**src/sv/irt_pkg.sv**
```systemverilog
`default_nettype none

package irt_pkg;

	// Sizes of the text buffer and the fields.
	localparam int MAX_CHARS  = 64;
	localparam int DATA_W     = 64;
	localparam int DIG_W      = 6;
	localparam int CHAR_W     = 7;
	localparam int CNT_W      = $clog2(MAX_CHARS + 1);
	localparam int ADDR_W     = $clog2(MAX_CHARS);
	localparam int TOT_W      = 6;
	localparam int CAP_W      = 7;
	localparam int RADIX_W    = 6;
	localparam int CFG_IDX_W  = 2;
	localparam int CFG_DATA_W = 7;

	// Configuration register indexes.
	localparam logic [CFG_IDX_W-1:0] CFG_RADIX = 2'd0;
	localparam logic [CFG_IDX_W-1:0] CFG_UPPER = 2'd1;
	localparam logic [CFG_IDX_W-1:0] CFG_ZPAD  = 2'd2;
	localparam logic [CFG_IDX_W-1:0] CFG_CAP   = 2'd3;

	// Register reset values and limits.
	localparam logic [RADIX_W-1:0] RADIX_RESET = 6'd10;
	localparam logic [RADIX_W-1:0] RADIX_MIN   = 6'd2;
	localparam logic [RADIX_W-1:0] RADIX_MAX   = 6'd36;
	localparam logic [CAP_W-1:0]   CAP_RESET   = 7'd64;
	localparam logic [CAP_W-1:0]   CAP_MIN     = 7'd2;

	// Character codes.
	localparam logic [CHAR_W-1:0] CH_ZERO    = 7'h30;
	localparam logic [CHAR_W-1:0] CH_MINUS   = 7'h2D;
	localparam logic [CHAR_W-1:0] CH_UPPER_A = 7'h41;
	localparam logic [CHAR_W-1:0] CH_LOWER_A = 7'h61;
	localparam logic [DIG_W-1:0]  DIGIT_TOP  = 6'd35;
	localparam logic [DIG_W-1:0]  DEC_DIGITS = 6'd10;

	typedef enum logic [2:0] {
		ST_IDLE,
		ST_DIV,
		ST_SETUP,
		ST_SIGN,
		ST_PAD,
		ST_RD,
		ST_OUT
	} irt_state_t;

	typedef struct packed {
		logic busy;
		logic done;
	} irt_div_stat_t;

	// Digit value to its ASCII character.
	function automatic logic [CHAR_W-1:0] digit_char(input logic [DIG_W-1:0] d,
		input logic upper);
		logic [DIG_W-1:0] dc;
		dc = (d > DIGIT_TOP) ? DIGIT_TOP : d;
		if (dc < DEC_DIGITS) begin
			return CH_ZERO + CHAR_W'(dc);
		end
		return (upper ? CH_UPPER_A : CH_LOWER_A) + CHAR_W'(dc - DEC_DIGITS);
	endfunction

endpackage

`default_nettype wire

```
**src/sv/irt_ram.sv**
```systemverilog
`default_nettype none

module irt_ram #(
	parameter int WIDTH = 8,
	parameter int DEPTH = 64
) (
	input  wire logic                     clk,
	input  wire logic                     we,
	input  wire logic [$clog2(DEPTH)-1:0] waddr,
	input  wire logic [WIDTH-1:0]         wdata,
	input  wire logic [$clog2(DEPTH)-1:0] raddr,
	output logic      [WIDTH-1:0]         rdata
);

	logic [WIDTH-1:0] mem_q [DEPTH];

	always_ff @(posedge clk) begin
		if (we) begin
			mem_q[waddr] <= wdata;
		end
		rdata <= mem_q[raddr];
	end

endmodule

`default_nettype wire

```
**src/sv/irt_div.sv**
```systemverilog
`default_nettype none

module irt_div (
	input  wire logic                          clk,
	input  wire logic                          arst_n,
	input  wire logic                          start,
	input  wire logic [irt_pkg::DATA_W-1:0]    dividend,
	input  wire logic [irt_pkg::RADIX_W-1:0]   divisor,
	output irt_pkg::irt_div_stat_t             stat,
	output logic      [irt_pkg::DATA_W-1:0]    quotient,
	output logic      [irt_pkg::DIG_W-1:0]     remainder
);

	import irt_pkg::*;

	localparam int STEP_W = $clog2(DATA_W);
	localparam logic [STEP_W-1:0] STEP_LAST = STEP_W'(DATA_W - 1);

	// Restoring division, one quotient bit per cycle. The dividend shifts out
	// at the top while quotient bits shift in at the bottom.
	logic [DATA_W-1:0] shreg_q;
	logic [DIG_W-1:0]  rem_q;
	logic [STEP_W-1:0] step_q;
	logic              busy_q;
	logic              done_q;
	logic [DIG_W:0]    trial;
	logic              fits;

	assign trial = {rem_q, shreg_q[DATA_W-1]};
	assign fits  = trial >= {1'b0, divisor};

	always_ff @(posedge clk or negedge arst_n) begin
		if (!arst_n) begin
			busy_q <= 1'b0;
			done_q <= 1'b0;
			step_q <= '0;
		end else begin
			done_q <= 1'b0;
			if (start) begin
				busy_q <= 1'b1;
				step_q <= '0;
			end else if (busy_q) begin
				step_q <= step_q + STEP_W'(1);
				if (step_q == STEP_LAST) begin
					busy_q <= 1'b0;
					done_q <= 1'b1;
				end
			end
		end
	end

	always_ff @(posedge clk) begin
		if (start) begin
			shreg_q <= dividend;
			rem_q   <= '0;
		end else if (busy_q) begin
			shreg_q <= {shreg_q[DATA_W-2:0], fits};
			rem_q   <= fits ? DIG_W'(trial - {1'b0, divisor}) : DIG_W'(trial);
		end
	end

	assign stat.busy = busy_q;
	assign stat.done = done_q;
	assign quotient  = shreg_q;
	assign remainder = rem_q;

endmodule

`default_nettype wire

```
**src/sv/integer_radix_to_text.sv**
```systemverilog
// Integer to text conversion in a programmable radix.
//
// A request on the input channel (in_valid, in_stall) carries a 64-bit value
// and its kind (unsigned or signed). The block answers with a string of
// requests on the output channel (out_valid, out_stall), one ASCII character
// each, most significant first; last_char marks the final character and
// char_total then gives the length of the text. A capacity below two gives
// no characters at all.
// The configuration port writes radix, case, zero padding and capacity; it
// is to be written only while the block is idle; the block itself does not
// enforce this. Digits come from a bit-serial divider, one digit for each
// division, and each is stored in the digit memory; a value has at most 64
// digits. The sign and pad characters are emitted next, then the digits,
// each read back from the registered digit memory before it is emitted.
// One request is converted at a time; the next one is taken once the final
// character sits in the output register, even while that character is still
// stalled. Reset returns the registers to radix ten, lower case, no padding
// and a capacity of 64, and empties the output register. A stall on the
// output holds the character in place and pauses the emission.

`default_nettype none

module integer_radix_to_text (
	input  wire logic                             clk,
	input  wire logic                             arst_n,
	input  wire logic                             in_valid,
	output logic                                  in_stall,
	input  wire logic                             kind,
	input  wire logic [irt_pkg::DATA_W-1:0]       number_bits,
	output logic                                  out_valid,
	input  wire logic                             out_stall,
	output logic      [irt_pkg::CHAR_W-1:0]       out_char,
	output logic                                  last_char,
	output logic      [irt_pkg::TOT_W-1:0]        char_total,
	input  wire logic                             cfg_we,
	input  wire logic [irt_pkg::CFG_IDX_W-1:0]    cfg_index,
	input  wire logic [irt_pkg::CFG_DATA_W-1:0]   cfg_data
);

	import irt_pkg::*;

	// Configuration registers.
	logic [RADIX_W-1:0] radix_q;
	logic               upper_case_q;
	logic               zero_pad_q;
	logic [CAP_W-1:0]   field_capacity_q;

	// Control state.
	irt_state_t       state_q, state_d;
	logic             neg_q;
	logic [CNT_W-1:0] digit_count_q;
	logic [CNT_W-1:0] pad_q;
	logic [CNT_W-1:0] idx_q;
	logic [TOT_W-1:0] left_q;
	logic [TOT_W-1:0] total_q;
	logic             out_valid_q;
	logic [CHAR_W-1:0] out_char_q;
	logic             last_char_q;
	logic [TOT_W-1:0] char_total_q;

	// Strobes from the sequencer.
	logic              accept;
	logic              go;
	logic              div_start;
	logic              dig_wr;
	logic              emit;
	logic [CHAR_W-1:0] emit_char;
	logic              slot_free;

	// Effective settings: the radix clamped into its legal range, the capacity limited to the buffer size.
	logic [RADIX_W-1:0] base_eff;
	logic [CAP_W-1:0]   cap_eff;
	logic               in_neg;
	logic [DATA_W-1:0]  magnitude;

	// Length arithmetic, used in the setup state.
	logic [CNT_W-1:0] avail;
	logic [CNT_W-1:0] kept;
	logic [CNT_W-1:0] pad;
	logic [CNT_W-1:0] total;

	// Divider and digit memory.
	irt_div_stat_t     div_stat;
	logic [DATA_W-1:0] div_quo;
	logic [DIG_W-1:0]  div_rem;
	logic [DATA_W-1:0] dividend;
	logic              div_stop;
	logic [DIG_W-1:0]  dig_rdata;
	logic [ADDR_W-1:0] dig_raddr;

	assign base_eff = (radix_q < RADIX_MIN) ? RADIX_MIN :
		(radix_q > RADIX_MAX) ? RADIX_MAX : radix_q;
	assign cap_eff  = (field_capacity_q > CAP_W'(MAX_CHARS)) ? CAP_W'(MAX_CHARS) :
		field_capacity_q;

	assign in_neg    = kind & number_bits[DATA_W-1];
	assign magnitude = in_neg ? (DATA_W'(0) - number_bits) : number_bits;

	assign in_stall  = (state_q != ST_IDLE);
	assign accept    = in_valid & ~in_stall;
	assign go        = accept & (cap_eff >= CAP_MIN);
	assign slot_free = ~out_valid_q | ~out_stall;

	// The first division takes the magnitude; later ones continue on the
	// quotient that the divider still holds.
	assign dividend = (state_q == ST_IDLE) ? magnitude : div_quo;
	assign dig_wr   = (state_q == ST_DIV) & div_stat.done;
	assign div_stop = (div_quo == '0) ||
		(digit_count_q + CNT_W'(1) == CNT_W'(MAX_CHARS));

	assign avail = CNT_W'(cap_eff) - CNT_W'(1) - CNT_W'(neg_q);
	assign kept  = (digit_count_q < avail) ? digit_count_q : avail;
	assign pad   = zero_pad_q ? (avail - kept) : '0;
	assign total = CNT_W'(neg_q) + pad + kept;

	// Digits are read back highest first.
	assign dig_raddr = ADDR_W'(idx_q - CNT_W'(1));

	irt_div u_div (
		.clk       (clk),
		.arst_n    (arst_n),
		.start     (div_start),
		.dividend  (dividend),
		.divisor   (base_eff),
		.stat      (div_stat),
		.quotient  (div_quo),
		.remainder (div_rem)
	);

	irt_ram #(
		.WIDTH (DIG_W),
		.DEPTH (MAX_CHARS)
	) u_digits (
		.clk   (clk),
		.we    (dig_wr),
		.waddr (digit_count_q[ADDR_W-1:0]),
		.wdata (div_rem),
		.raddr (dig_raddr),
		.rdata (dig_rdata)
	);

	// Sequencer: next state and strobes.
	always_comb begin
		state_d   = state_q;
		div_start = 1'b0;
		emit      = 1'b0;
		emit_char = CH_ZERO;
		unique case (state_q)
			ST_IDLE: begin
				if (go) begin
					div_start = 1'b1;
					state_d   = ST_DIV;
				end
			end
			ST_DIV: begin
				if (div_stat.done) begin
					if (div_stop) begin
						state_d = ST_SETUP;
					end else begin
						div_start = 1'b1;
					end
				end
			end
			ST_SETUP: begin
				if (neg_q) begin
					state_d = ST_SIGN;
				end else if (pad != '0) begin
					state_d = ST_PAD;
				end else if (kept != '0) begin
					state_d = ST_RD;
				end else begin
					state_d = ST_IDLE;
				end
			end
			ST_SIGN: begin
				emit_char = CH_MINUS;
				if (slot_free) begin
					emit = 1'b1;
					if (pad_q != '0) begin
						state_d = ST_PAD;
					end else if (idx_q != '0) begin
						state_d = ST_RD;
					end else begin
						state_d = ST_IDLE;
					end
				end
			end
			ST_PAD: begin
				emit_char = CH_ZERO;
				if (slot_free) begin
					emit = 1'b1;
					if (pad_q == CNT_W'(1)) begin
						state_d = (idx_q != '0) ? ST_RD : ST_IDLE;
					end
				end
			end
			ST_RD: begin
				state_d = ST_OUT;
			end
			ST_OUT: begin
				emit_char = digit_char(dig_rdata, upper_case_q);
				if (slot_free) begin
					emit    = 1'b1;
					state_d = (idx_q == CNT_W'(1)) ? ST_IDLE : ST_RD;
				end
			end
			default: begin
				state_d = ST_IDLE;
			end
		endcase
	end

	always_ff @(posedge clk or negedge arst_n) begin
		if (!arst_n) begin
			state_q <= ST_IDLE;
		end else begin
			state_q <= state_d;
		end
	end

	always_ff @(posedge clk or negedge arst_n) begin
		if (!arst_n) begin
			radix_q          <= RADIX_RESET;
			upper_case_q     <= 1'b0;
			zero_pad_q       <= 1'b0;
			field_capacity_q <= CAP_RESET;
		end else if (cfg_we) begin
			unique case (cfg_index)
				CFG_RADIX: radix_q          <= cfg_data[RADIX_W-1:0];
				CFG_UPPER: upper_case_q     <= cfg_data[0];
				CFG_ZPAD:  zero_pad_q       <= cfg_data[0];
				CFG_CAP:   field_capacity_q <= cfg_data[CAP_W-1:0];
				default:   ;
			endcase
		end
	end

	// Digit count, emission counters and the sign of the current request.
	always_ff @(posedge clk or negedge arst_n) begin
		if (!arst_n) begin
			neg_q         <= 1'b0;
			digit_count_q <= '0;
			pad_q         <= '0;
			idx_q         <= '0;
			left_q        <= '0;
			total_q       <= '0;
		end else begin
			if (go) begin
				neg_q         <= in_neg;
				digit_count_q <= '0;
			end else if (dig_wr) begin
				digit_count_q <= digit_count_q + CNT_W'(1);
			end
			if (state_q == ST_SETUP) begin
				pad_q   <= pad;
				idx_q   <= kept;
				left_q  <= TOT_W'(total);
				total_q <= TOT_W'(total);
			end else if (emit) begin
				left_q <= left_q - TOT_W'(1);
				if (state_q == ST_PAD) begin
					pad_q <= pad_q - CNT_W'(1);
				end
				if (state_q == ST_OUT) begin
					idx_q <= idx_q - CNT_W'(1);
				end
			end
		end
	end

	// Output register: it frees as soon as the receiver takes the character.
	always_ff @(posedge clk or negedge arst_n) begin
		if (!arst_n) begin
			out_valid_q <= 1'b0;
		end else if (emit) begin
			out_valid_q <= 1'b1;
		end else if (!out_stall) begin
			out_valid_q <= 1'b0;
		end
	end

	always_ff @(posedge clk) begin
		if (emit) begin
			out_char_q   <= emit_char;
			last_char_q  <= (left_q == TOT_W'(1));
			char_total_q <= (left_q == TOT_W'(1)) ? total_q : '0;
		end
	end

	assign out_valid  = out_valid_q;
	assign out_char   = out_char_q;
	assign last_char  = last_char_q;
	assign char_total = char_total_q;

	// The divider only runs while a conversion is in progress.
	a_div_in_conv: assert property (@(posedge clk) disable iff (!arst_n)
		div_stat.busy |-> state_q == ST_DIV)
		else $error("divider busy outside conversion");

	// A request with a usable capacity starts a conversion.
	a_go_busy: assert property (@(posedge clk) disable iff (!arst_n)
		go |=> in_stall)
		else $error("accepted request did not start a conversion");

	// The final character carries a nonzero length, every other one zero.
	a_total_on_last: assert property (@(posedge clk) disable iff (!arst_n)
		out_valid && last_char |-> char_total != '0)
		else $error("final character without length");

	a_total_not_last: assert property (@(posedge clk) disable iff (!arst_n)
		out_valid && !last_char |-> char_total == '0)
		else $error("length shown before the final character");

	// The digit count never runs past the memory.
	a_count_bound: assert property (@(posedge clk) disable iff (!arst_n)
		digit_count_q <= CNT_W'(MAX_CHARS))
		else $error("digit count beyond the digit memory");

endmodule

`default_nettype wire
```
**config.mk**
```make
export PLATFORM = sky130hd
export DESIGN_NAME = integer_radix_to_text
export DESIGN_NICKNAME = d
export VERILOG_FILES = /design/src/sv/irt_pkg.sv /design/src/sv/irt_ram.sv /design/src/sv/irt_div.sv /design/src/sv/integer_radix_to_text.sv
export SDC_FILE = /design/constraint.sdc
export NUM_CORES = 1
export LEC_CHECK = 0
export ABC_AREA = 1
export BUFFER_PORTS_ARGS = -buffer_cell sky130_fd_sc_hd__buf_2
export CORE_MARGIN = 4
export CORE_UTILIZATION = 40
export CTS_CLUSTER_DIAMETER = 150
export CTS_CLUSTER_SIZE = 24
export DETAILED_ROUTE_END_ITERATION = 7
export GPL_ROUTABILITY_DRIVEN = 0
export SLEW_MARGIN = 30
export SYNTH_ARGS = -nofsm -noshare
export SYNTH_HDL_FRONTEND = slang
export SYNTH_SLANG_ARGS = --single-unit
```
**constraint.sdc**
```tcl
create_clock -name clk -period 12.1 [get_ports clk]
set_input_delay 1.21 -clock clk [delete_from_list [all_inputs] [get_ports clk]]
set_output_delay 1.21 -clock clk [all_outputs]
set_load 0.01 [all_outputs]
```
After elaboration in Yosys (flattened, before gate mapping)
Memories as Yosys holds them, arrays and structs flattened. A register that Yosys moved wholly into a read port is not among the register bits.
Cells that the tools add are included.

word-level totals
  flip-flop bits (word level) = 145
  memories = 1
  word-level logic and storage cells = 157
  output and inout port bits = 16
  input bits = 79
  bits in writable memories = 384

operators by class
  bitwise operators = 8
  $lt $le $gt $ge = 8
  $add $sub $neg = 15
  equality and inequality tests = 23
  reductions and logical operators = 23
  multiplexer cells = 59

memory list
  name            words  width  read ports  clocked after Yosys merged registers in  wr ports  RTL line       text
  u_digits.mem_q  64     6      1           1                                        1         irt_ram.sv:15  logic [WIDTH-1:0] mem_q [DEPTH];

operators with widths
  cell                     number
  $mux W64                 4
  $mux W7                  13
  $logic_not A64 Y1        1
  $sub A1 B64 Y64 const A  1
  $mux W6                  9
  $mux W3                  13
  $reduce_bool A7 Y1       4
  $pmux W3 S7              1
  $sub A7 B1 Y7 const B    3
  $mux W1                  17
  $eq A7 B1 Y1 const B     2
  $pmux W7 S2              1
  $reduce_and A2 Y1        7
  $gt A6 B6 Y1 const B     2
  $ne A2 B2 Y1 const B     6
  $reduce_bool A2 Y1       5
  $eq A3 B3 Y1 const B     3
  $add A6 B6 Y7 const A    1
  $add A7 B1 Y7 const B    1
  $add A7 B7 Y7            1
  $eq A7 B7 Y1 const B     1
  $ge A7 B2 Y1 const B     1
  $ge A7 B6 Y1             1
  $gt A7 B7 Y1 const B     1
  28 further kinds         37

Depth between registers and ports, before layout
Gate-level depths: netlist (run 1).

  word-level depth = 12
  depth in mapped cells = 39
  gate-level depth less buffers = 39

By module
Synthesis (run 1) repeated with hierarchy kept, for this count alone.

unflattened totals
  cells, all modules = 2865
  area total of the unflattened synthesis = 26837.0 um^2

modules (own cells, without submodules)
  module                 sequential area each (um^2)  cells an instance  area each (um^2)  instances
  irt_ram                11651.2                      1376               15930.3           1
  integer_radix_to_text  1750.4                       1073               7161.9            1
  irt_div                2242.2                       416                3744.8            1

Least setup slack after synthesis (run 1)
No wires, ideal clock.

  path type = register -> register
  start point = register field_capacity_q[2]
  end point = register left_q[5]
  data arrival time = 4.618 ns
  clock period less this slack = 4.706 ns
  buffers on the path = 0
  setup time = 0.088 ns
  required time = 12.012 ns
  slack = 7.394 ns
  stages on the path, launching flop included = 40
  cells stage by stage = dfrtp_1 nor2_1 nand3_2 a21boi_0 ha_1 inv_1 ha_1 xor2_1 ha_1 a21oi_1 nand2_1 a21oi_1 nand2_1 inv_1 nand2_1 nand3_2 nand2_4 nand2_1 [... 4 more ...] fa_1 nand2_1 nand2_1 nand2_1 nand2_1 nand2_1 nand2_1 nor2_1 ha_1 nand2_1 nor2_1 a211oi_1 nand2_1 nand2_1 nand2_1 nand2_1 nand3_1 a22oi_1

between the ends
  cells in the longest elaborated chain, start to end = 11

RTL lines
  element                        RTL line                      text
  start: declaration             integer_radix_to_text.sv:46   logic [CAP_W-1:0] field_capacity_q;
  start signal: assignment       integer_radix_to_text.sv:232  CFG_CAP: field_capacity_q <= cfg_data[CAP_W-1:0];
  $gt A7 B7 Y1                   integer_radix_to_text.sv:93   assign cap_eff = (field_capacity_q > CAP_W'(MAX_CHARS)) ? CAP_W'(MAX_CHARS) :
  $mux W7 *                      integer_radix_to_text.sv:93
  $sub A7 B1 Y7 * (2 in series)  integer_radix_to_text.sv:111  assign avail = CNT_W'(cap_eff) - CNT_W'(1) - CNT_W'(neg_q);
  $lt A7 B7 Y1                   integer_radix_to_text.sv:112  assign kept = (digit_count_q < avail) ? digit_count_q : avail;
  $mux W7                        integer_radix_to_text.sv:112
  $sub A7 B7 Y7                  integer_radix_to_text.sv:113  assign pad = zero_pad_q ? (avail - kept) : '0;
  $mux W7                        integer_radix_to_text.sv:113
  $add A1 B6 Y6                  integer_radix_to_text.sv:114  assign total = CNT_W'(neg_q) + pad + kept;
  $add A6 B6 Y6 *                integer_radix_to_text.sv:114
  $mux W6 *                      integer_radix_to_text.sv:254  if (state_q == ST_SETUP) begin
  end signal: assignment         integer_radix_to_text.sv:257  left_q <= TOT_W'(total);
  end signal: assignment         integer_radix_to_text.sv:260  left_q <= left_q - TOT_W'(1);
  end: declaration               integer_radix_to_text.sv:54   logic [TOT_W-1:0] left_q;

Mark *: on every way between the ends. The rest lies on a longest branch, timed or not.
A chain may end at the register's enable or synchronous reset.

Worst setup path after layout (run 1)
Ends and elaborated chain as after synthesis.

==> run_results.csv, run 1 <==
group,metric,value,unit
sta,slew_violations,0,
logic_synthesis,yosysWarnings,0,
critical_path,crit_required,12.60,ns
logic_synthesis,syn_area,25240,um2
cells_and_area,seqCellArea,15660,um2
clocking,holdBufCountCts,0,
routing,route.met2.wl,28.01,mm
routing,drt-met1-wl,26.75,mm
global_route,globalRouteTotalUtil,17.51,%
sta,tns,0,ns
floorplan,die_w,259.2,um
logic_synthesis,yosysSeqAreaShare,61.98,%
clocking,cts_root_buf,"clkbuf_16",
sta,min_period_over_period,44.73,%
place,dp_hpwl,38.72,mm
place,portBuffers,94,
cells_and_area,fillers,5827,
place,pre_cts_ws,6.764,ns
clocking,numCtsBuffers,26,
sta,skew,0.02476,ns
routing,wl_per_cell,18.55,um
sta,max_freq,184.8,MHz
sta,worst_slack,6.688,ns
logic_synthesis,synth-simple-area-share,14.79,%
critical_path,crit_path_end_kind,"register",
power_and_ir_drop,peakVddDrop,178.8,uV
global_route,grt.overflow.total,0,
global_route,grt_max_degree,127,
sta,worst_slew_margin_rel,38.63,%
sta,hold-worst-slack,0.5185,ns
clocking,cts_resized,0,
critical_path,max_stage_delay,0.45,ns
clocking,path_clk_slew,0.10,ns
logic_synthesis,synthAdderAreaFrac,2.201,%
run,cap_violations,0,
global_route,grt_pass1_vias,17080,
logic_synthesis,synth-compound-area-share,12.51,%
floorplan,ios,95,
critical_path,crit_type,"register to register",
power_and_ir_drop,power_density,237.1,nW/um2
logic_synthesis,yosys_register_bits,535,
logic_synthesis,syn_nets,2463,
routing,dr.pass1.iters,6,
sta,finalHoldViolCount,0,
logic_synthesis,synth_top_family_by_area,"simple AND/OR/NAND/NOR gates",
cells_and_area,n_antenna_cell,0,
routing,drc,0,
critical_path,cp_max_fo,14,
floorplan,dieArea,67180,um2
routing,drt_iter0_markers,1521,
floorplan,fp.dieH,259.2,um
critical_path,cpMostUsedCell,"nand2_1",
floorplan,rows,91,
routing,num_vias,17560,
floorplan,initial_core_util,40.67,%
clocking,insertion_delay,0.59,ns
worst_hold_path,hp-class,"register to register",
logic_synthesis,synth_flop_cell,"edfxtp_1",
power_and_ir_drop,power_leakage,9.840,nW
critical_path,cp-start-kind,"register",
clocking,clkSinkCount,535,
logic_synthesis,ys_async_sr_fraction,11.40,%
sta,finalCriticalPeriod,5.412,ns
critical_path,arrival,5.92,ns
cells_and_area,drive_gt1_share,8.761,%
global_route,antenna_found_initial,3,
sta,tightest_slew,0.9180,ns
cells_and_area,multi_input_area,8541,um2
global_route,grt_pass1_wl,95.01,mm
clocking,clockBufferDepth,3,
routing,routed_wl,60.00,mm
logic_synthesis,synthMuxAreaShare,1.547,%
critical_path,rrSetupSlack,6.69,ns
floorplan,coreArea,62050,um2
logic_synthesis,syn_avg_cell_area,10.78,um2
cells_and_area,syn2layout_area_growth,8.175,%
logic_synthesis,postSynthCellCount,2342,
routing,highest_layer,"met4",
clocking,h-tree-depth,1,
logic_synthesis,synth_xor_area_share,2.707,%
logic_synthesis,synth_edf_count,462,
routing,dr_wl_met3,3.888,mm
clocking,tritoncts,"done",
critical_path,crit_slowest_cell,"dfrtp_1",
cells_and_area,fin_nets,2498,
routing,via_per_inst,5.429,
routing,postRouteAntennaNets,0,
logic_synthesis,synth.distinct_cells,64,
clocking,cts_setup_buffers,0,
run_status,status,"finished clean",
sta,rsz0062_at_grt,"false",
sta,setup_viol,0,
## layout by cell type, fill, tap and decap left out, drive strengths merged, types with 4 or more instances in the layout
cell type,n
edfxtp,462
nor2,427
nand2,275
o21ai,266
inv,164
buf,116
nand3,78
o32ai,58
dfrtp,58
xor2,53
o211ai,51
a21oi,50
clkbuf,47
o221ai,40
mux2i,39
ha,38
nor4,32
xnor2,25
nor3,24
nand4,19
dfxtp,12
a31oi,9
or2,6
clkinv,5
o41ai,4
o31ai,4
a22oi,4
fa,4
## routing by layer
metal / vias to the layer above / track usage, %
li1: 8442 / -
met1: 8569 / 24.60
met2: 469 / 28.32
met3: 78 / 3.385
met4: 0 / 4.092
met5: - / 0
## worst paths after layout
kind,startpoint,end,cells past startpoint
hold / removal,radix_q[0],radix_q[0],2
setup / recovery,field_capacity_q[2],left_q[5],39
max in group asynchronous,arst_n,idx_q[0],2
setup reg to reg,field_capacity_q[2],left_q[5],39
hold reg to reg,radix_q[0],radix_q[0],2
min in group asynchronous,arst_n,radix_q[0],2
## sequential cells by signal, summed over array words and instances, names as in the netlist, 3 cells and up
signal	cells
state_q	3
total_q	6
u_digits.rdata	6
pad_q	7
left_q	6
char_total	6
idx_q	7
u_digits.mem_q	384
u_div.remainder	6
radix_q	6
digit_count_q	7
u_div.step_q	6
out_char	7
u_div.quotient	64
field_capacity_q	7
## final cells by class
| class | instances | area share [%] |
|---|---|---|
| multi-input combinational | 1530 | 31.28 |
| clock buffer | 47 | 2.750 |
| inverter | 168 | 2.333 |
| timing repair buffer | 116 | 2.388 |
| clock inverter | 1 | 0.07332 |
| sequential | 535 | 57.34 |
| tap | 837 | 3.836 |
## critical path, delay by kind of cell, from the launching register on
family,cells,cell delay [ns]
AND/OR/NAND/NOR,22,1.91
adder cells (fa/ha/maj),6,1.50
AO/OA/AOI/OAI,6,0.95
flip-flops,1,0.45
XOR/XNOR,1,0.28
buffers and inverters,4,0.24
## synth_stat cells, drive strengths merged (5+ instances only)
master  instances  area [um2]
edfxtp        462       13870
o221ai         40       350.3
dfrtp          58        1451
mux2i          39       390.4
a21oi          50       269.0
a31oi           9       56.30
clkbuf         94       372.9
nand2         275        1065
dfxtp          12       240.2
xnor2          25       219.0
buf            15       73.82
o32ai          58       508.0
o211ai         51       382.9
nand4          19       146.4
ha             38       475.5
xor2           53       464.2
or2             6       37.53
o21ai         266        1346
inv           163       611.8
nand3          78       432.9
nor3           24       147.6
nor4           32       221.5
clkinv          5       18.77
nor2          427        1645
## through the flow
stage,utilization [%],total power [mW],std cells,instance area (um2)
6_report,44.00,6.474,3234,27300
5_1_grt,44.00,6.902,3234,27300
4_1_cts,43.96,6.486,3233,27280
3_5_place_dp,42.71,5.488,3185,26510
3_3_place_gp,42.71,5.419,3185,26500
2_1_floorplan,-,4.572,2342,25240
## cell families (layout without fill, tap and decap cells)
family / count (synthesis) / in the layout
and+or+nand+nor: 866 / 866
AOI/OAI and AO/OA: 505 / 505
DFF: 535 / 535
muxes: 39 / 39
buffers and inverters: 277 / 332
adders and majority gates: 42 / 42
xor gates and xnor gates: 78 / 78
## power by group
group	internal, mW	leakage [nW]	total (mW)	switching (mW)
clock network	0.428	0.366	1.00	0.577
logic	0.865	4.34	2.80	1.94
registers	2.50	5.13	2.66	0.168
total	3.79	9.84	6.47	2.68
(Power assumes the default switching activity.)
==> run 2, diff against run 1 <==
clock period = 4.6 ns   (was 12.1 ns; I/O delays follow)
==> run 2 against run 1 <==
  * The run now ends with setup timing left
  * Combinational power increased to 2.8 times the previous value
  * Core utilization is 1.4 points higher
  * Critical path depth fell by 1
  * Final cell count is 2.0% higher
  * Sequential power grew to 2.6 times the previous value
  * Die area is the same
  * Worst setup slack worse by 6.8 ns
  * Clock-buffer cell count unchanged
  * Fmax is 16% higher
  * Register-to-register slack got worse by 6.8 ns
  * Total power rose to 2.7 times the previous value
  * Non-clock buffer count increased by 66
  * Largest power group unchanged
  * Highest routed layer unchanged
==> run_results.csv, run 2 (synthesized netlist as in run 1, its figures left out) <==
group,metric,value,unit
sta,finalCriticalPeriod,4.679,ns
sta,tightest_slew,0.9335,ns
cells_and_area,mostFrequentLayoutCells,"edfxtp_1 (462), nor2_1 (412), nand2_1 (252), o21ai_0 (252), inv_1 (150)",
floorplan,rows,91,
critical_path,r2r_start,"field_capacity_q[2]",
critical_path,crit_required,5.10,ns
floorplan,ios,95,
power_and_ir_drop,power_density,617.1,nW/um2
floorplan,die_w,259.2,um
critical_path,rrSetupSlack,-0.08,ns
clocking,clockBufferDepth,3,
critical_path,regToRegEndpoint,"left_q[5]",
critical_path,crit_slowest_cell,"dfrtp_1",
critical_path,path_buf_inv,5,
floorplan,fp.dieH,259.2,um
sta,worst_slack,-0.07927,ns
sta,slew_violations,0,
place,dp.cells,3235,
routing,postRouteAntennaNets,0,
run_status,status,"finished with violations",
clocking,clkSinkCount,535,
clocking,numCtsBuffers,26,
cells_and_area,n_antenna_cell,0,
sta,finalHoldViolCount,0,
routing,num_vias,17880,
worst_hold_path,min_from,"cfg_data[3]",
clocking,path_clk_slew,0.10,ns
power_and_ir_drop,peakVddDrop,368.1,uV
cells_and_area,fin_nets,2564,
cells_and_area,largest_reg_flops,384,
critical_path,cp_max_fo,4,
run,cap_violations,0,
clocking,cts_root_buf,"clkbuf_16",
critical_path,cpMostUsedCell,"nand2_1",
critical_path,crit_path_start,"field_capacity_q[2]",
run_status,violations,"setup timing",
routing,wl_per_cell,18.63,um
sta,skew,0.02544,ns
cells_and_area,drive_gt1_share,13.28,%
place,dp_hpwl,39.83,mm
cells_and_area,syn2layout_area_growth,11.67,%
global_route,grt_pass1_wl,96.77,mm
routing,drc,0,
critical_path,cp-start-kind,"register",
worst_hold_path,hold_end,"radix_q[3]",
sta,max_freq,213.7,MHz
floorplan,dieArea,67180,um2
critical_path,crit_family,"simple AND/OR/NAND/NOR gates",
critical_path,max_stage_delay,0.41,ns
place,portBuffers,94,
cells_and_area,finish.utilization,45.42,%
critical_path,crit_path_end_kind,"register",
routing,dr.pass1.iters,5,
clocking,tritoncts,"done",
sta,min_period_over_period,101.7,%
critical_path,worstRegToRegCells,38,
floorplan,initial_core_util,40.67,%
routing,drt_iter0_markers,1488,
cells_and_area,final_common_cell,"edfxtp_1",
routing,via_per_inst,5.417,
power_and_ir_drop,power_leakage,10.25,nW
cells_and_area,top_register,"u_digits.mem_q",
sta,hold-worst-slack,0.1248,ns
global_route,grt_pass1_vias,17430,
sta,tns,-0.1362,ns
sta,setup_viol,2,
critical_path,crit_type,"register to register",
global_route,grt.overflow.total,0,
clocking,h-tree-depth,1,
cells_and_area,fin_cells,3300,
floorplan,coreArea,62050,um2
global_route,antenna_found_initial,1,
sta,rsz0062_at_grt,"true",
sta,worst_slew_margin_rel,37.76,%
worst_hold_path,hold_depth,3,
global_route,globalRouteTotalUtil,17.82,%
global_route,grt_max_degree,153,
worst_hold_path,hp-class,"primary input to register",
clocking,insertion_delay,0.59,ns
critical_path,arrival,5.18,ns
routing,routed_wl,61.48,mm
==> run 2: what timing repair did <==
item | CTS | global route
pin swaps | 21 | 30
gates cloned | 0 | 0
resized for setup | 31 | 43
hold buffers | 1 | 0
endpoints found under the hold margin | 42 | 0
setup buffers | 13 | 8
setup endpoints to repair | 7 | 12
==> run 2: how the worst max path moves through the flow <==
stage | end | slack [ns] | cells after the start
2_1_floorplan | left_q[5] | 0.02 | 39
3_3_place_gp | left_q[5] | -0.24 | 39
3_5_place_dp | left_q[5] | -0.43 | 36
4_1_cts | left_q[5] | -0.25 | 39
5_1_grt | total_q[5] | -0.41 | 37
6_report | left_q[5] | -0.08 | 38
==> run 2: cell type report <==
type                       instances  area, um2
fill                            5709      33870
sequential                       535      15660
multi-input combinational       1530       8859
timing repair buffer             182       1217
tap                              837       1047
clock buffer                      47      750.7
inverter                         168      635.6
clock inverter                     1      20.02
==> run 2: power by group <==
| group | switching (mW) | internal, mW |
|---|---|---|
| Clock | 1.50 | 1.13 |
| Sequential | 0.415 | 6.56 |
| Combinational | 5.23 | 2.56 |
| Total | 7.14 | 10.3 |
==> run 2: per-layer routing <==
layer / track usage [%] / vias up / share of wire [%] / wire [um]
met3: 2.741 / 66 / 5.6 / 3468
met2: 29.49 / 483 / 48 / 29580
met5: 0 / - / 0 / 0
met4: 3.433 / 0 / 1.8 / 1081
met1: 25.25 / 8751 / 44 / 27340
li1: - / 8575 / - / -
==> run 2: per-stage QoR <==
step	setup WS (ns)	instance area (um2)	power [mW]
4_1_cts	-0.2527	27970	17.36
3_5_place_dp	-0.4257	26960	14.65
3_3_place_gp	-0.2374	26950	14.49
2_1_floorplan	0.01764	25250	12.03
5_1_grt	-0.4122	28180	18.58
6_report	-0.07927	28180	17.39
==> run 2: worst min-delay path: stages <==
cell,delay (ns)
buf_2,0.09
inv_1,0.06
o21ai_0,0.09
==> run 3, diff against run 2 <==
CORE_MARGIN = 10   (was 4)
CORE_UTILIZATION = 56   (was 40)
PLACE_DENSITY = 0.76   (was default)
==> run 3 against run 2 <==
  * The flow still finishes with violations (setup timing)
  * Via count rose by 2.7%
  * Highest routed layer unchanged
  * Sequential power fell by 0.9%
  * Critical endpoint is now total_q[5]
  * Routed wire length fell by 1.8%
  * Global-route usage rose by 4.1 points
  * Worst setup slack got worse by 0.10 ns
  * Sequential share of layout area rose by 0.72 points
  * Clock skew rose by 0.0056 ns
==> run_results.csv, run 3 (synthesized netlist as in run 1, its figures left out) <==
group,metric,value,unit
global_route,globalRouteTotalUtil,21.93,%
critical_path,crit_slowest_cell,"dfrtp_1",
clocking,h-tree-depth,1,
routing,via_per_inst,6.021,
sta,worst_slew_margin_rel,24.83,%
power_and_ir_drop,power.total,17.33,mW
sta,finalHoldViolCount,0,
floorplan,fp.dieH,232.3,um
sta,tightest_slew,1.127,ns
global_route,grtUsageMet1,29.53,%
critical_path,crit_type,"register to register",
floorplan,dieArea,53960,um2
place,dp_hpwl,39.28,mm
critical_path,cp-start-kind,"register",
cells_and_area,postLayoutCellArea,27820,um2
cells_and_area,fin_cells,3049,
global_route,grt_pass1_vias,18100,
clocking,insertion_delay,0.60,ns
critical_path,path_buf_inv,5,
critical_path,max_stage_delay,0.42,ns
routing,num_vias,18360,
sta,slew_violations,0,
critical_path,crit_family,"simple AND/OR/NAND/NOR gates",
worst_hold_path,hp-class,"primary input to register",
routing,routed_wl,60.35,mm
global_route,grt.overflow.total,0,
run_status,status,"finished with violations",
cells_and_area,mostFrequentLayoutCells,"edfxtp_1 (462), nor2_1 (408), o21ai_0 (250), nand2_1 (247), inv_1 (151)",
run,cap_violations,0,
clocking,path_clk_slew,0.11,ns
global_route,antenna_found_initial,0,
clocking,cts_root_buf,"clkbuf_16",
critical_path,cpMostUsedCell,"nand2_2",
sta,skew,0.03105,ns
cells_and_area,syn2layout_area_growth,10.24,%
place,portBuffers,94,
cells_and_area,largest_reg_flops,384,
place,pre_cts_ws,-0.3882,ns
cells_and_area,finish.utilization,62.65,%
power_and_ir_drop,peakVddDrop,930.3,uV
clocking,clkSinkCount,535,
global_route,use_met2,36.05,%
global_route,grt_max_degree,194,
critical_path,arrival,5.28,ns
routing,postRouteAntennaNets,0,
floorplan,ios,95,
sta,worst_slack,-0.1810,ns
clocking,clockBufferDepth,3,
sta,finalCriticalPeriod,4.781,ns
floorplan,rows,77,
run_status,violations,"setup timing",
floorplan,die_w,232.3,um
sta,hold-worst-slack,0.1295,ns
place,dp.cells,2984,
sta,tns,-0.3539,ns
cells_and_area,final_common_cell,"edfxtp_1",
global_route,grt_pass1_wl,95.97,mm
sta,min_period_over_period,103.9,%
clocking,numCtsBuffers,26,
cells_and_area,fin_nets,2558,
critical_path,cp_max_fo,5,
place,placed_cell_area,26620,um2
cells_and_area,drive_gt1_share,13.43,%
global_route,grt-busiest-layer,"met2",
routing,wl_per_cell,19.79,um
cells_and_area,n_antenna_cell,0,
critical_path,crit_path_end_kind,"register",
global_route,grt_use_met3,3.591,%
sta,rsz0062_at_grt,"true",
floorplan,coreArea,44410,um2
power_and_ir_drop,power_density,622.9,nW/um2
critical_path,crit_required,5.10,ns
routing,drc,0,
routing,dr.pass1.iters,5,
sta,setup_viol,2,
cells_and_area,top_register,"u_digits.mem_q",
power_and_ir_drop,power_leakage,10.19,nW
clocking,tritoncts,"done",
sta,max_freq,209.2,MHz
floorplan,initial_core_util,56.83,%
routing,drt_iter0_markers,2313,
-- run 3: changes by cell type in the layout (fill, tap and decap cells not counted), moves of 3 or more --
cell and change:
buf_4 -6, nand2_1 -5, nand2_2 +8, nand2_4 -3, nor2_1 -4, nor2_2 +4
-- run 3: path summary, 6_finish.rpt --
kind	from	end	slack (ns)	cells after the start
min in group asynchronous	arst_n	u_div.step_q[2]	0.23	2
setup reg to reg	field_capacity_q[5]	total_q[5]	-0.18	39
hold reg to reg	radix_q[0]	radix_q[0]	0.52	2
max in group asynchronous	arst_n	idx_q[0]	3.37	3
setup / recovery	field_capacity_q[5]	total_q[5]	-0.18	39
hold / removal	cfg_data[1]	radix_q[1]	0.13	3
-- run 3: area by class of cell --
class	instances	area [um2]
clock inverters	2	36.28
multi-input cells	1530	8857
inverters	168	634.4
fillers	3384	16590
repair buffers	176	1175
well taps	592	740.7
flip-flops and latches	535	15660
clock buffers	46	725.7
-- run 3: what timing repair did --
item / CTS / global route
setup endpoints to repair: 7 / 13
hold endpoints to repair: 7 / 0
pin swaps: 37 / 31
buffers inserted: 13 / 6
gates resized for setup: 47 / 33
hold buffers: 1 / 0
-- run 3: tightest hold or removal path: cells and delay by family --
family / cells / cell delay [ns]
AO/OA/AOI/OAI: 1 / 0.09
buffers and inverters: 2 / 0.16
-- run 3: power by group --
group          switching [mW]  internal, mW
clock network            1.50          1.10
logic                    5.25          2.57
registers               0.356          6.57
total                    7.11          10.2
-- run 3: per-layer routing --
layer / wire length [um] / part of all wire, %
met5: 0 / 0
met4: 1548 / 2.6
met3: 4936 / 8.2
met2: 29030 / 48
met1: 24840 / 41
